[src/la_trig_pkg.sv]
package la_trig_pkg;

	// Record length; the count width follows from it.
	localparam int CAPTURE_DEPTH = 2048;
	localparam int CNT_W = $clog2(CAPTURE_DEPTH);

	localparam int PIN_W = 8;
	localparam int PERIOD_W = 16;
	localparam int IDX_W = 11;
	localparam int STATUS_W = 2;
	localparam int CFG_IDX_W = 3;
	localparam int CFG_DATA_W = 16;
	localparam int MODE_W = 2;

	typedef logic [PIN_W-1:0] pins_t;
	typedef logic [PERIOD_W-1:0] period_t;
	typedef logic [CNT_W-1:0] cnt_t;
	typedef logic [STATUS_W-1:0] status_t;
	typedef logic [CFG_IDX_W-1:0] cfg_idx_t;
	typedef logic [MODE_W-1:0] mode_t;

	localparam logic REQ_ARM = 1'b0;
	localparam logic REQ_TICK = 1'b1;

	localparam status_t ST_IDLE = 2'd0;
	localparam status_t ST_WAIT = 2'd1;
	localparam status_t ST_SAMPLE = 2'd2;

	localparam mode_t MODE_IDLE = 2'd0;
	localparam mode_t MODE_ARMED = 2'd1;
	localparam mode_t MODE_CAPT = 2'd2;

	localparam cfg_idx_t CFG_LEVEL_MASK = 3'd0;
	localparam cfg_idx_t CFG_LEVEL_VALUE = 3'd1;
	localparam cfg_idx_t CFG_RISE_MASK = 3'd2;
	localparam cfg_idx_t CFG_FALL_MASK = 3'd3;
	localparam cfg_idx_t CFG_SAMPLE_PERIOD = 3'd4;

	typedef struct packed {
		pins_t level_mask;
		pins_t level_value;
		pins_t rise_mask;
		pins_t fall_mask;
		period_t sample_period;
	} cfg_t;

	typedef struct packed {
		logic req_type;
		pins_t pins;
		logic force_req;
	} item_t;

	typedef struct packed {
		status_t status;
		pins_t sample;
		logic [IDX_W-1:0] sample_index;
		logic last;
	} result_t;

endpackage

[src/la_trig_ifs.sv]
interface la_trig_item_if;
	import la_trig_pkg::*;
	logic valid;
	logic ready;
	logic req_type;
	pins_t pins;
	logic force_req;
	modport source (output valid, output req_type, output pins, output force_req,
		input ready);
	modport sink (input valid, input req_type, input pins, input force_req,
		output ready);
endinterface

interface la_trig_result_if;
	import la_trig_pkg::*;
	logic valid;
	logic ready;
	status_t status;
	pins_t sample;
	logic [IDX_W-1:0] sample_index;
	logic last;
	modport source (output valid, output status, output sample, output sample_index,
		output last, input ready);
	modport sink (input valid, input status, input sample, input sample_index,
		input last, output ready);
endinterface

interface la_trig_cfg_if;
	import la_trig_pkg::*;
	logic valid;
	logic ready;
	cfg_idx_t index;
	logic [CFG_DATA_W-1:0] data;
	modport source (output valid, output index, output data, input ready);
	modport sink (input valid, input index, input data, output ready);
endinterface

[src/la_trig_regs.sv]
module la_trig_regs (
	input logic clk,
	input logic arst_n,
	la_trig_cfg_if.sink cfg_port,
	output la_trig_pkg::cfg_t cfg
);
	import la_trig_pkg::*;

	cfg_t cfg_q;

	assign cfg_port.ready = 1'b1;
	assign cfg = cfg_q;

	always_ff @(posedge clk or negedge arst_n) begin
		if (!arst_n) begin
			cfg_q <= '0;
		end else if (cfg_port.valid) begin
			unique case (cfg_port.index)
				CFG_LEVEL_MASK: cfg_q.level_mask <= cfg_port.data[PIN_W-1:0];
				CFG_LEVEL_VALUE: cfg_q.level_value <= cfg_port.data[PIN_W-1:0];
				CFG_RISE_MASK: cfg_q.rise_mask <= cfg_port.data[PIN_W-1:0];
				CFG_FALL_MASK: cfg_q.fall_mask <= cfg_port.data[PIN_W-1:0];
				CFG_SAMPLE_PERIOD: cfg_q.sample_period <= cfg_port.data[PERIOD_W-1:0];
				default: ;
			endcase
		end
	end

endmodule

[src/la_trig_match.sv]
module la_trig_match (
	input la_trig_pkg::cfg_t cfg,
	input la_trig_pkg::pins_t pins,
	input la_trig_pkg::pins_t prev_pins,
	input logic force_req,
	output logic fire
);
	import la_trig_pkg::*;

	pins_t edges;
	logic level_ok;
	logic edge_mode;

	always_comb begin
		edges = (cfg.rise_mask & pins & ~prev_pins) | (cfg.fall_mask & ~pins & prev_pins);
		// Bits of level_value outside the mask still take part, so such a
		// setting can only be fired by force.
		level_ok = (pins & cfg.level_mask) == cfg.level_value;
		edge_mode = |(cfg.rise_mask | cfg.fall_mask);
		if (force_req) begin
			fire = 1'b1;
		end else if (edge_mode) begin
			fire = (|edges) && level_ok;
		end else begin
			fire = level_ok;
		end
	end

endmodule

[src/la_trig_capture.sv]
module la_trig_capture (
	input logic clk,
	input logic arst_n,
	input la_trig_pkg::cfg_t cfg,
	input la_trig_pkg::item_t item_s1,
	input logic advance,
	input logic fire,
	input logic out_taken,
	output la_trig_pkg::pins_t prev_pins,
	output la_trig_pkg::result_t res_s2,
	output logic vld_s2
);
	import la_trig_pkg::*;

	mode_t mode_q;
	pins_t prev_q;
	cnt_t cnt_q;
	period_t per_q;

	mode_t mode_d;
	cnt_t cnt_d;
	period_t per_d;
	result_t res_d;
	logic lst;

	assign prev_pins = prev_q;

	always_comb begin
		mode_d = mode_q;
		cnt_d = cnt_q;
		per_d = per_q;
		res_d = '0;
		lst = 1'b0;
		if (item_s1.req_type == REQ_ARM) begin
			mode_d = MODE_ARMED;
			cnt_d = '0;
			per_d = '0;
			res_d.status = ST_WAIT;
		end else begin
			res_d.status = ST_IDLE;
			if (mode_q == MODE_ARMED) begin
				res_d.status = ST_WAIT;
				if (fire) begin
					mode_d = MODE_CAPT;
					cnt_d = '0;
					per_d = '0;
				end
			end
			// The triggering tick falls through and is itself sample zero.
			if (mode_d == MODE_CAPT) begin
				if (per_d == '0) begin
					lst = cnt_d == CNT_W'(CAPTURE_DEPTH - 1);
					res_d.status = ST_SAMPLE;
					res_d.sample = item_s1.pins;
					res_d.sample_index = IDX_W'(cnt_d);
					res_d.last = lst;
					per_d = cfg.sample_period;
					if (lst) begin
						mode_d = MODE_IDLE;
						cnt_d = '0;
					end else begin
						cnt_d = cnt_d + 1'b1;
					end
				end else begin
					res_d.status = ST_WAIT;
					per_d = per_d - 1'b1;
				end
			end
		end
	end

	always_ff @(posedge clk or negedge arst_n) begin
		if (!arst_n) begin
			mode_q <= MODE_IDLE;
			prev_q <= '0;
			cnt_q <= '0;
			per_q <= '0;
			vld_s2 <= 1'b0;
		end else begin
			if (advance) begin
				mode_q <= mode_d;
				cnt_q <= cnt_d;
				per_q <= per_d;
				if (item_s1.req_type == REQ_TICK) begin
					prev_q <= item_s1.pins;
				end
				vld_s2 <= 1'b1;
			end else if (out_taken) begin
				vld_s2 <= 1'b0;
			end
		end
	end

	always_ff @(posedge clk) begin
		if (advance) begin
			res_s2 <= res_d;
		end
	end

	a_last_to_idle: assert property (@(posedge clk) disable iff (!arst_n)
		advance && lst |=> mode_q == MODE_IDLE && cnt_q == '0)
		else $error("record end did not return to idle");

	a_idle_cnt_clear: assert property (@(posedge clk) disable iff (!arst_n)
		mode_q == MODE_IDLE |-> cnt_q == '0)
		else $error("sample count not clear while idle");

	a_armed_clear: assert property (@(posedge clk) disable iff (!arst_n)
		mode_q == MODE_ARMED |-> cnt_q == '0 && per_q == '0)
		else $error("counters not clear while armed");

	a_arm_answer: assert property (@(posedge clk) disable iff (!arst_n)
		advance && item_s1.req_type == REQ_ARM |=> res_s2.status == ST_WAIT
		&& mode_q == MODE_ARMED)
		else $error("arm beat not answered as waiting");

endmodule

[src/logic_analyzer_trigger_capture_top.sv]
// Eight-channel trigger and capture engine. Every input beat (an arm request or one
// tick of probe levels) yields exactly one result beat, and a new input beat can be
// taken in every clock cycle while the result side is not stalled: the design is one
// input register followed by one result register, with the trigger compare and the
// capture counters between them, and a beat moves from the input register on to the
// result register once the result side is free. After an arm the engine waits for a
// level match, a qualified edge or a forced trigger, then reports one sample every
// sample_period+1 ticks, 2048 in all, marking the last. Configuration writes are
// taken in any cycle but should only be issued while no beat is in flight.
module logic_analyzer_trigger_capture_top (
	input logic clk,
	input logic arst_n,
	la_trig_item_if.sink item,
	la_trig_result_if.source result,
	la_trig_cfg_if.sink cfg
);
	import la_trig_pkg::*;

	item_t item_s1;
	logic vld_s1;
	logic vld_s2;
	logic advance;
	logic fire;
	cfg_t cfg_val;
	pins_t prev_pins;
	result_t res_s2;

	assign advance = vld_s1 && (!vld_s2 || result.ready);
	assign item.ready = !vld_s1 || advance;

	always_ff @(posedge clk or negedge arst_n) begin
		if (!arst_n) begin
			vld_s1 <= 1'b0;
		end else if (item.ready) begin
			vld_s1 <= item.valid;
		end
	end

	always_ff @(posedge clk) begin
		if (item.valid && item.ready) begin
			item_s1 <= '{req_type: item.req_type, pins: item.pins,
				force_req: item.force_req};
		end
	end

	la_trig_regs u_regs (
		.clk (clk),
		.arst_n (arst_n),
		.cfg_port (cfg),
		.cfg (cfg_val)
	);

	la_trig_match u_match (
		.cfg (cfg_val),
		.pins (item_s1.pins),
		.prev_pins (prev_pins),
		.force_req (item_s1.force_req),
		.fire (fire)
	);

	la_trig_capture u_capture (
		.clk (clk),
		.arst_n (arst_n),
		.cfg (cfg_val),
		.item_s1 (item_s1),
		.advance (advance),
		.fire (fire),
		.out_taken (result.ready),
		.prev_pins (prev_pins),
		.res_s2 (res_s2),
		.vld_s2 (vld_s2)
	);

	assign result.valid = vld_s2;
	assign result.status = res_s2.status;
	assign result.sample = res_s2.sample;
	assign result.sample_index = res_s2.sample_index;
	assign result.last = res_s2.last;

endmodule
[src/flat_wrapper.sv]
// flat-port wrapper written by rule: the top's interface ports become plain ports
module logic_analyzer_trigger_capture_top_flat import la_trig_pkg::*;
  (clk, arst_n, item_valid, item_req_type, item_pins, item_force_req, item_ready, result_valid, result_status, result_sample, result_sample_index, result_last, result_ready, cfg_valid, cfg_index, cfg_data, cfg_ready);
  la_trig_item_if item_i ();
  la_trig_result_if result_i ();
  la_trig_cfg_if cfg_i ();
  input logic clk;
  input logic arst_n;
  input wire logic [$bits(item_i.valid)-1:0] item_valid;
  input wire logic [$bits(item_i.req_type)-1:0] item_req_type;
  input wire logic [$bits(item_i.pins)-1:0] item_pins;
  input wire logic [$bits(item_i.force_req)-1:0] item_force_req;
  output wire logic [$bits(item_i.ready)-1:0] item_ready;
  output wire logic [$bits(result_i.valid)-1:0] result_valid;
  output wire logic [$bits(result_i.status)-1:0] result_status;
  output wire logic [$bits(result_i.sample)-1:0] result_sample;
  output wire logic [$bits(result_i.sample_index)-1:0] result_sample_index;
  output wire logic [$bits(result_i.last)-1:0] result_last;
  input wire logic [$bits(result_i.ready)-1:0] result_ready;
  input wire logic [$bits(cfg_i.valid)-1:0] cfg_valid;
  input wire logic [$bits(cfg_i.index)-1:0] cfg_index;
  input wire logic [$bits(cfg_i.data)-1:0] cfg_data;
  output wire logic [$bits(cfg_i.ready)-1:0] cfg_ready;
  assign item_i.valid = item_valid;
  assign item_i.req_type = item_req_type;
  assign item_i.pins = item_pins;
  assign item_i.force_req = item_force_req;
  assign item_ready = item_i.ready;
  assign result_valid = result_i.valid;
  assign result_status = result_i.status;
  assign result_sample = result_i.sample;
  assign result_sample_index = result_i.sample_index;
  assign result_last = result_i.last;
  assign result_i.ready = result_ready;
  assign cfg_i.valid = cfg_valid;
  assign cfg_i.index = cfg_index;
  assign cfg_i.data = cfg_data;
  assign cfg_ready = cfg_i.ready;
  logic_analyzer_trigger_capture_top u_core (.clk(clk), .arst_n(arst_n), .item(item_i), .result(result_i), .cfg(cfg_i));
endmodule
[config.mk]
export PLATFORM = sky130hd
export DESIGN_NAME = logic_analyzer_trigger_capture_top_flat
export DESIGN_NICKNAME = d
export VERILOG_FILES = /design/src/la_trig_pkg.sv /design/src/la_trig_ifs.sv /design/src/la_trig_regs.sv /design/src/la_trig_match.sv /design/src/la_trig_capture.sv /design/src/logic_analyzer_trigger_capture_top.sv /design/src/flat_wrapper.sv
export SDC_FILE = /design/constraint.sdc
export NUM_CORES = 1
export LEC_CHECK = 0
export BUFFER_PORTS_ARGS = -buffer_cell sky130_fd_sc_hd__buf_2
export CORE_MARGIN = 1.5
export CORE_UTILIZATION = 60
export CTS_CLUSTER_SIZE = 12
export DETAILED_ROUTE_END_ITERATION = 7
export GPL_TIMING_DRIVEN = 0
export PLACE_DENSITY = 0.81
export SLEW_MARGIN = 20
export SYNTH_ARGS = -nofsm -noshare
export SYNTH_HDL_FRONTEND = slang
export SYNTH_SLANG_ARGS = --single-unit
export TNS_END_PERCENT = 20
[constraint.sdc]
create_clock -name clk -period 5.5 [get_ports clk]
set_input_delay 0.275 -clock clk [delete_from_list [all_inputs] [get_ports clk]]
set_output_delay 0.275 -clock clk [all_outputs]
set_load 0.02 [all_outputs]
Word level (Yosys, flattened, before mapping). Cells that the tools add are included.

Bits in registers: 119. Input bits: 34.

$add $sub $neg: 2. Equality and inequality tests: 8. Mux-type cells: 28. Bitwise operators: 9. Reductions and logical operators: 19.

Operator list (number): $mux 16 (6); $mux 11 (7); $and 8x8->8 (5); $mux 22 (1); $mux 20 (1); $logic_not 16->1 (1); $mux 2 (8); $not 8->8 (2); $or 8x8->8 (2); $reduce_or 8->1 (2); $sub 16x1->16 const B (1); $reduce_and 2->1 (6); $add 11x1->11 const B (1); $eq 11x11->1 const B (1); $eq 8x8->1 (1); $eq 3x2->1 const B (2); $mux 1 (5); $eq 3x1->1 const B (1); $eq 3x3->1 const B (1); $logic_and 1x1->1 (3); $logic_not 3->1 (1); $reduce_and 3->1 (1); $eq 2x1->1 const B (1); $eq 2x2->1 const B (1); other kinds (3) (5).

Logic depth before layout (Yosys ltp). Gate-level depths: netlist (run 1).

Depth in word-level cells: 16. Depth in mapped cells: 15. Gate-level depth less buffers: 13.

By module. Synthesis (run 1) repeated with hierarchy kept, for this count alone.

Cell total of the unflattened synthesis: 548. Area, all modules: 5985.7 µm².

By module, submodules not included: la_trig_capture (times used 1, cells an instance 371, area each 3444.6 µm², seq. area each 1611.5 µm²); la_trig_regs (times used 1, cells an instance 107, area each 1844.3 µm², seq. area each 1201.2 µm²); logic_analyzer_trigger_capture_top (times used 1, cells an instance 16, area each 371.6 µm², seq. area each 325.3 µm²); la_trig_match (times used 1, cells an instance 54, area each 325.3 µm², seq. area each 0.0 µm²).

Worst setup path after synthesis (run 1). No wires, ideal clock.

Kind: register to register. From: register u_core.item_s1[1] (netlist name). To: register u_core.u_capture.cnt_q[2]. Library setup time: 0.076 ns. Arrival time: 3.396 ns. Data required time: 5.424 ns. Path slack: 2.028 ns. Cell stages (with the launch flop): 15. Path buffers: 2. Cell sequence: edfxtp_1 nand3b_1 o21ai_1 or4_1 o31a_1 nand2_2 clkbuf_1 nand2_1 ha_1 and4b_1 buf_4 a31oi_1 o21ai_2 or4b_1 o21ai_1.

Word-level cells in the longest chain between the ends: 16. Elaborated cells between the ends (all ways): 29.

RTL lines: $not 8->8 (line la_trig_match.sv:15) `edges = (cfg.rise_mask & pins & ~prev_pins) | (cfg.fall_mask & ~pins & prev_pins);`; $and 8x8->8 (2 in series) (line la_trig_match.sv:15); $or 8x8->8 (line la_trig_match.sv:15); $reduce_or 8->1 (line la_trig_match.sv:23) `fire = (|edges) && level_ok;`; $logic_and 1x1->1 (line la_trig_match.sv:23); $mux 1 (*) (line la_trig_match.sv:22) `end else if (edge_mode) begin`; $mux 1 (*) (line la_trig_match.sv:20) `if (force_req) begin`; $mux 11 (line la_trig_capture.sv:43) `if (fire) begin`; $mux 11 (line la_trig_capture.sv:41) `if (mode_q == MODE_ARMED) begin`; $mux 11 (line la_trig_capture.sv:34) `if (item_s1.req_type == REQ_ARM) begin`; $add 11x1->11 or $eq 11x11->1 (tied branches) (line la_trig_capture.sv:62, la_trig_capture.sv:52); $mux 11 (line la_trig_capture.sv:58) `if (lst) begin`; $mux 11 (line la_trig_capture.sv:51) `if (per_d == '0) begin`; $mux 11 (*) (line la_trig_capture.sv:50) `if (mode_d == MODE_CAPT) begin`; $mux 11 (*) (line la_trig_capture.sv:34); end signal: assignment (line la_trig_capture.sv:82) `cnt_q <= cnt_d;`; end: declaration (line la_trig_capture.sv:17) `cnt_t cnt_q;`.

Every way passes the cells marked *; elsewhere a longest branch is shown, timed or not. The select of a mux whose other input is x is not followed. A chain may end at the register's enable or synchronous reset.

Worst setup path after layout (run 1).
From: register u_core.item_s1[1] (netlist name). To: register u_core.u_capture.per_q[12].

Word-level cells in the longest chain between the ends: 15. Elaborated cells between the ends (all ways): 24.

RTL lines: $not 8->8 (line la_trig_match.sv:15); $and 8x8->8 (2 in series) (line la_trig_match.sv:15); $or 8x8->8 (line la_trig_match.sv:15); $reduce_or 8->1 (line la_trig_match.sv:23); $logic_and 1x1->1 (line la_trig_match.sv:23); $mux 1 (*) (line la_trig_match.sv:22); $mux 1 (*) (line la_trig_match.sv:20); $mux 16 (line la_trig_capture.sv:43); $mux 16 (line la_trig_capture.sv:41); $mux 16 (line la_trig_capture.sv:34); $sub 16x1->16 or $logic_not 16->1 (tied branches) (line la_trig_capture.sv:66, la_trig_capture.sv:51); $mux 16 (line la_trig_capture.sv:51); $mux 16 (*) (line la_trig_capture.sv:50); $mux 16 (*) (line la_trig_capture.sv:34); end signal: assignment (line la_trig_capture.sv:83) `per_q <= per_d;`; end: declaration (line la_trig_capture.sv:18) `period_t per_q;`.

Marked as above.

==> results of run 1 <==
-- metal layers --
layer,up-vias,share of wire,GRT usage
li1,2082,-,-
met1,2243,0.42,0.4021
met5,-,0,0
met2,249,0.49,0.4793
met4,0,0.020,0.1159
met3,36,0.074,0.06267
-- logic make-up after synthesis --
logic type	after synthesis	synth area share
other	1	0.0006618
flip-flops	119	0.5538
adder cells (fa/ha/maj)	3	0.006625
AND/OR/NAND/NOR	207	0.1928
XOR/XNOR	4	0.006184
buffers and inverters	30	0.02429
multiplexers	48	0.09539
AO/OA/AOI/OAI	101	0.1203
-- worst max-delay path by stage --
| stage | from | endpoint | slack, ps |
|---|---|---|---|
| after global placement | u_core.item_s1[1] | u_core.u_capture.per_q[12] | 1430 |
| final | u_core.item_s1[1] | u_core.u_capture.per_q[12] | 1140 |
| after floorplan | u_core.item_s1[1] | u_core.u_capture.cnt_q[2] | 2030 |
| after detailed placement | u_core.item_s1[1] | u_core.u_capture.per_q[12] | 1390 |
| after global routing | u_core.item_s1[1] | u_core.u_capture.per_q[12] | 960 |
| after CTS | u_core.item_s1[1] | u_core.u_capture.per_q[12] | 1310 |
-- worst register-to-register path, stage by stage (launching register included) --
cell and delay [ps]:
edfxtp_1 470, nand3b_1 160, o21ai_1 60, or4_1 550, o31a_1 420, nand2_2 200, clkbuf_1 430, nand2_1 160
ha_1 240, clkbuf_1 230, nand4b_1 410, o21ai_0 390, a311oi_1 340, o21ai_0 150
-- area by class of cell --
class                   instances  area, um^2  share of cell area
flip-flops and latches        119        3138              0.4563
multi-input cells             364        2396              0.3484
repair buffers                 75       495.5             0.07205
clock buffers                  19       452.9             0.06587
well taps                     111       138.9             0.02020
clock inverters                13       117.6             0.01710
plain buffers                  22       107.6             0.01565
inverters                       8       30.03            0.004367
-- registers in the layout (all words and copies together), names as in the netlist --
register / count
u_core.item_s1: 10
u_core.u_capture.cnt_q: 11
u_core.u_capture.mode_q: 2
u_core.u_capture.per_q: 16
u_core.u_capture.prev_pins: 8
u_core.u_capture.res_s2: 22
u_core.u_capture.vld_s2: 1
u_core.u_regs.cfg: 48
u_core.vld_s1: 1
-- synth_stat cells (all sizes together) (3+ instances only) --
| cell type | instances | area (um^2) |
|---|---|---|
| nand3 | 13 | 65.06 |
| inv | 8 | 30.03 |
| or3 | 4 | 25.02 |
| and3b | 5 | 43.79 |
| nand2 | 73 | 276.5 |
| dfrtp | 87 | 2177 |
| nand2b | 5 | 31.28 |
| a22oi | 3 | 22.52 |
| o41ai | 4 | 35.03 |
| a31oi | 4 | 25.02 |
| and3 | 21 | 131.4 |
| nand4 | 7 | 43.79 |
| nor4 | 6 | 37.54 |
| ha | 3 | 37.54 |
| edfxtp | 32 | 960.9 |
| mux2 | 48 | 540.5 |
| buf | 10 | 61.30 |
| nand3b | 10 | 75.07 |
| nor2 | 24 | 90.09 |
| o21ai | 39 | 202.7 |
| o31ai | 4 | 30.03 |
| o221ai | 4 | 35.03 |
| nor3 | 11 | 55.05 |
| clkbuf | 12 | 46.29 |
| and2 | 14 | 87.58 |
| a21boi | 4 | 30.03 |
| a21oi | 14 | 70.07 |
-- stage by stage --
stage,std cells,setup WS [ps]
2_1_floorplan,513,2028
3_3_place_gp,679,1430
3_5_place_dp,680,1394
4_1_cts,731,1311
5_1_grt,731,957.2
6_report,731,1143
-- power breakdown --
part	switching [mW]	leakage (nW)	internal, mW	total (mW)
combinational	0.720	1.33	0.452	1.17
sequential	0.164	1.41	1.08	1.25
clock	0.416	0.284	0.641	1.06
total	1.30	3.02	2.18	3.48
==> impl_metrics.csv, run 1 <==
group,metric,value,unit
global_routing,grt_overflow_total,0,
sta,fin_crit_sh,0.7921,
yosys,synth_flop_cell,"dfrtp_1",
sta,setup_repair_after_global_routing_missed_its_margin,"no",
critical_path,timing.critical_path.buf_inv,2,
place,placed_cell_area,6116,um^2
critical_path,cp-end-kind,"flop",
drt,wl_per_cell,19.22,um
sta,hold_violations,0,
cells_and_area,finish.utilization,0.7478,
yosys,postSynth.asyncResetShare,0.7311,
critical_path,timing.critical_path.max_delay_family,"simple AND/OR/NAND/NOR gates",
yosys,mappedNetlistArea,5667,um^2
floorplan,die-width,100.2,um
yosys,ys_ff_latch,119,
yosys,synthesis.yosys.warnings,0,
cells_and_area,area_growth,21.35,%
sta,clock-skew-final,10.55,ps
global_routing,maximum_number_of_pins_on_one_net_before_global_route_repair,60,
floorplan,core_area,9196,um^2
critical_path,timing.critical_path.cells,"nand3b_1 > o21ai_1 > or4_1 > o31a_1 > nand2_2 > clkbuf_1 > nand2_1 > ha_1 > clkbuf_1 > nand4b_1 > o21ai_0 > a311oi_1 > o21ai_0",
place,post-dp-hpwl,9155,um
critical_path,critical_path.startpoint_type,"flop",
cells_and_area,layout_common_cells,"87 x dfrtp_1, 72 x nand2_1, 61 x buf_2",
cells_and_area,finalInstanceArea,6877,um^2
power,max_ir_drop_vdd,0.2710,mV
sta,actual_slew_at_the_worst_max_slew_pin,979.4,ps
critical_path,critPathRequiredTime,5890,ps
critical_path,critical-path-max-stage-delay,550,ps
clock_tree,cts-root-to-sink-buffers,2,
drt,vias_after_detailed_routing,4610,
global_routing,antenna_violations_before_repair,0,
yosys,synth_enable_flop_cells,32,
cells_and_area,insertedDiodeCount,0,
floorplan,floorplan.rows,35,
clock_tree,worst_skew_pair.late_latency,520,ps
sta,fin_hold_ws,7.173,ps
critical_path,timing.critical_path.slowest_stage_cell,"or4_1",
drt,drc_errors,0,
drt,routed_wirelength,14050,um
power,pwr_density_cell,505.4,nW/um^2
critical_path,critical_register_to_register_path_endpoint,"u_core.u_capture.per_q[12]",
cells_and_area,drive_above_1_share,0.2516,
yosys,synth_area_per_cell,11.05,um^2
sta,setup_total_negative_slack,0,ps
critical_path,regToRegStartpoint,"u_core.item_s1[1]",
clock_tree,cts_htree_levels,4,
clock_tree,clkTransAtPathRegs,60,ps
yosys,post_synth_inst_count,513,
critical_path,cp_data_arrival_time,4740,ps
run,drv_cap,0,
clock_tree,cts.sinks,119,
drt,number_of_drc_markers_in_iteration_0,303,
clock_tree,tritoncts,"yes",
critical_path,r2r_setup_slack,1140,ps
power,total_power,3.475,mW
floorplan,die_area,10040,um^2
place,buffer_ports.inserted,55,
critical_path,timing_worst_setup_path_type,"reg2reg",
clock_tree,post_cts_resize_count,0,
worst_hold_path,hold_path_depth,2,
global_routing,globalRouteTotalUtil,0.2985,
worst_hold_path,hold_end,"u_core.u_regs.cfg[11]",
critical_path,timing.critical_path.fanout_max,10,
yosys,syn-num-nets,550,
cells_and_area,layout_commonest_cell,"dfrtp_1",
worst_hold_path,hold_class,"in2reg",
floorplan,initial_utilization,0.6162,
clock_tree,post_cts_setup_buffer_count,0,
sta,relSlewSlack,0.3420,
drt,postRouteAntennaNets,0,
floorplan,ioPinCount,59,
outcome,status,"completed",
floorplan,die_h,100.2,um
yosys,sequential_to_total_area_share_from_yosys_stat,0.5538,
sta,max_freq,0.2295,GHz
cells_and_area,fill_cells,592,
critical_path,rr_worst_depth,13,
drt,drt_pass1_iterations,5,
cells_and_area,numnets_final,644,
place,gp_routability_congestion,0.8843,
global_routing,grt_first_pass_wirelength,22910,um
yosys,count_of_different_cell_masters_after_synthesis,67,
global_routing,grt_pass1_vias,4585,
clock_tree,clock_tree.root_cell,"clkbuf_8",
clock_tree,cts_hold_buf,19,
worst_hold_path,timing.hold.worst.start,"cfg_data[11]",
clock_tree,tritoncts.num_buffers,17,
sta,finalMaxSlewViolations,0,
sta,setup_violations,0,
sta,layout_min_cycle_time,4357,ps
drt,via_per_inst,6.306,
power,leakagePower,3.020,nW
critical_path,crit_path_cell_count,13,
Note: power is estimated with default switching activity, not from simulation.
==> run 2, diff against run 1 <==
--- a/config.mk
+++ b/config.mk
@@ -5,13 +5,14 @@
 export SDC_FILE = /design/constraint.sdc
 export NUM_CORES = 1
 export LEC_CHECK = 0
+export ABC_AREA = 1
 export BUFFER_PORTS_ARGS = -buffer_cell sky130_fd_sc_hd__buf_2
 export CORE_MARGIN = 1.5
-export CORE_UTILIZATION = 60
+export CORE_UTILIZATION = 59
 export CTS_CLUSTER_SIZE = 12
 export DETAILED_ROUTE_END_ITERATION = 7
 export GPL_TIMING_DRIVEN = 0
-export PLACE_DENSITY = 0.81
+export PLACE_DENSITY = 0.79
 export SLEW_MARGIN = 20
 export SYNTH_ARGS = -nofsm -noshare
 export SYNTH_HDL_FRONTEND = slang
==> constraint.sdc (replaced) <==
create_clock -name clk -period 4.4 [get_ports clk]
set_input_delay 0.22 -clock clk [delete_from_list [all_inputs] [get_ports clk]]
set_output_delay 0.22 -clock clk [all_outputs]
set_load 0.02 [all_outputs]
==> run 2 against run 1 <==
Fmax rose by 16%; synthesized area is 8.0% higher; sequential share of layout area is 3.1 points lower; non-clock buffer count up 10; core utilization shrank 0.26 points; clock skew barely moved; register-to-register slack lost 490 ps; final area is 7.4% higher.
==> impl_metrics.csv, run 2 <==
group,metric,value,unit
cells_and_area,largest_register_ffs,48,
sta,setup_total_negative_slack,0,ps
yosys,synth_area_per_cell,8.052,um^2
clock_tree,worst_skew_pair.late_latency,520,ps
floorplan,floorplan.rows,36,
drt,drt_pass1_iterations,7,
sta,setup_violations,0,
critical_path,timing.critical_path.buf_inv,6,
clock_tree,tritoncts,"yes",
floorplan,core_area,9910,um^2
yosys,yosysMostFrequentCell,"nand2_1",
global_routing,maximum_number_of_pins_on_one_net_before_global_route_repair,50,
cells_and_area,numnets_final,896,
clock_tree,post_cts_setup_buffer_count,0,
yosys,sequential_to_total_area_share_from_yosys_stat,0.5128,
critical_path,timing_worst_setup_path_type,"reg2reg",
critical_path,timing.critical_path.fanout_max,10,
global_routing,globalRouteTotalUtil,0.2976,
yosys,post_synth_inst_count,760,
cells_and_area,fill_cells,769,
clock_tree,cts_htree_levels,4,
drt,postRouteAntennaNets,0,
clock_tree,clock_tree.root_cell,"clkbuf_8",
drt,wl_per_cell,15.25,um
clock_tree,post_cts_resize_count,0,
power,power.net_switching,1.415,mW
global_routing,grt_pass1_vias,5323,
sta,clock-skew-final,10.13,ps
yosys,mappedNetlistArea,6120,um^2
drt,routed_wirelength,15310,um
critical_path,critical-path-max-stage-delay,440,ps
critical_path,critical_path.most_common_cell,"nand2_1",
place,post-dp-hpwl,10510,um
power,pwr_density_cell,539.6,nW/um^2
yosys,synth_flop_cell,"dfrtp_1",
drt,vias_after_detailed_routing,5562,
critical_path,cp_data_arrival_time,4150,ps
global_routing,antenna_violations_before_repair,0,
sta,setup_repair_after_global_routing_missed_its_margin,"no",
yosys,synthesis.yosys.warnings,0,
critical_path,critPathRequiredTime,4810,ps
power,netSwitchingFraction,0.3551,
yosys,syn-num-nets,797,
cells_and_area,multiInputGateArea,2500,um^2
yosys,ys_ff_latch,119,
power,max_ir_drop_vdd,0.3720,mV
global_routing,grt_overflow_total,0,
global_routing,grt_first_pass_wirelength,25410,um
place,gp_routability_congestion,0.9500,
drt,via_per_inst,5.540,
cells_and_area,drive_above_1_share,0.1550,
sta,finalMaxSlewViolations,0,
sta,fin_crit_sh,0.8514,
yosys,count_of_different_cell_masters_after_synthesis,39,
floorplan,die_area,10990,um^2
yosys,synth_top_cells_by_area,"dfrtp_1 36%, edfxtp_1 16%, nand2_1 12%",
power,cellInternalPower,2.570,mW
power,seq_power_share,0.393,
cells_and_area,insertedDiodeCount,0,
clock_tree,cts-root-to-sink-buffers,2,
cells_and_area,finalInstanceArea,7385,um^2
worst_hold_path,hold_class,"in2reg",
cells_and_area,area_growth,20.67,%
power,comb_power_share,0.293,
outcome,status,"completed",
clock_tree,tritoncts.num_buffers,17,
critical_path,critical_path.startpoint_type,"flop",
drt,drc_errors,0,
cells_and_area,layout.cells.non_filler,1004,
sta,relSlewSlack,0.4989,
clock_tree,cts.sinks,119,
yosys,synth_commonest_cells,"199 x nand2_1, 87 x dfrtp_1, 85 x o21ai_0, 81 x inv_1, 81 x nor2_1",
place,dpl_worst_slack,820.0,ps
cells_and_area,layout_commonest_cell,"nand2_1",
place,placed_cell_area,6630,um^2
clock_tree,clkTransAtPathRegs,60,ps
yosys,synth_enable_flop_cells,32,
power,leakagePower,3.567,nW
cells_and_area,layout_common_cells,"199 x nand2_1, 87 x dfrtp_1, 85 x o21ai_0",
floorplan,ioPinCount,59,
floorplan,die_h,104.8,um
yosys,postSynth.asyncResetShare,0.7311,
sta,actual_slew_at_the_worst_max_slew_pin,748.8,ps
place,dp_cells,952,
floorplan,die-width,104.8,um
sta,max_freq,0.2670,GHz
yosys,yosys.area.top_type_share,0.3558,
floorplan,initial_utilization,0.6176,
run,drv_cap,0,
sta,layout_setup_ws,654.0,ps
drt,number_of_drc_markers_in_iteration_0,403,
critical_path,timing.critical_path.slowest_stage_cell,"edfxtp_1",
critical_path,timing.critical_path.max_delay_family,"simple AND/OR/NAND/NOR gates",
clock_tree,cts_hold_buf,21,
sta,hold_violations,0,
power,clkPwrFrac,0.314,
yosys,post-synth-top-area-cell,"dfrtp_1",
sta,layout_min_cycle_time,3746,ps
place,buffer_ports.inserted,57,
critical_path,cp-end-kind,"flop",
cells_and_area,seq_area,3138,um^2
==> run 2: changes by cell type after synthesis, sizes merged, moves of 9 or more <==
cell   previous run  this run
nand2            73       204
inv               8        85
nor2             24        98
o21ai            39        93
mux2             48         1
nand3            13        56
and3             21         0
a21oi            14        28
and2             14         1
nor3             11         2
==> run 2: worst min-delay path, stage by stage <==
cell     delay (ps)
buf_2            70
inv_1            70
o21ai_0         160
==> run 2: layout make-up <==
class | count | area share
multi-input cells | 528 | 0.3385
clock buffers | 24 | 0.06811
inverters | 86 | 0.04371
repair buffers | 80 | 0.07489
plain buffers | 27 | 0.02169
well taps | 133 | 0.02253
clock inverters | 7 | 0.005591
flip-flops and latches | 119 | 0.4249
==> run 2: power by group through the flow <==
stage	Sequential, mW	Combinational (mW)	Clock, mW
floorplan	1.56	0.820	0
global placement	1.57	1.08	0
detailed placement	1.58	1.13	0
CTS	1.56	1.15	1.26
global route	1.59	1.32	1.32
finish	1.57	1.17	1.25
==> run 2: kinds of logic after synthesis <==
kind of cell    after synthesis  synth area share
compound gates              136            0.1182
xor+xnor                     10           0.01431
other cells                   1         0.0006128
mux                           1          0.001840
fa+ha+maj                     3          0.006134
buf+inv                     113           0.07871
flops                       119            0.5128
simple gates                377            0.2674
==> run 2: routing by layer <==
layer	GRT usage	part of all wire	wire length (um)
met1	0.3950	0.44	6673
met2	0.4790	0.48	7331
met3	0.06363	0.066	1012
met4	0.1164	0.019	289
met5	0	0	0
==> run 2: stage by stage <==
| step | total power, mW | hold slack, ps | utilization |
|---|---|---|---|
| 2_1_floorplan | 2.376 | -75.59 | - |
| 3_3_place_gp | 2.648 | 396.3 | 0.6631 |
| 3_5_place_dp | 2.701 | 229.5 | 0.6691 |
| 4_1_cts | 3.975 | 22.18 | 0.7452 |
| 5_1_grt | 4.227 | 53.27 | 0.7452 |
| 6_report | 3.985 | 36.62 | 0.7452 |
==> run 2: final timing paths <==
check	start	to	slack, ps	cells after the start
max	u_core.item_s1[5]	u_core.u_capture.cnt_q[4]	650	25
min	cfg_data[5]	u_core.u_regs.cfg[45]	40	3
max reg2reg	u_core.item_s1[5]	u_core.u_capture.cnt_q[4]	650	25
min reg2reg	u_core.u_regs.cfg[41]	u_core.u_regs.cfg[41]	480	2
max in group asynchronous	arst_n	u_core.u_capture.cnt_q[6]	3560	3
min in group asynchronous	arst_n	u_core.u_capture.prev_pins[6]	210	2
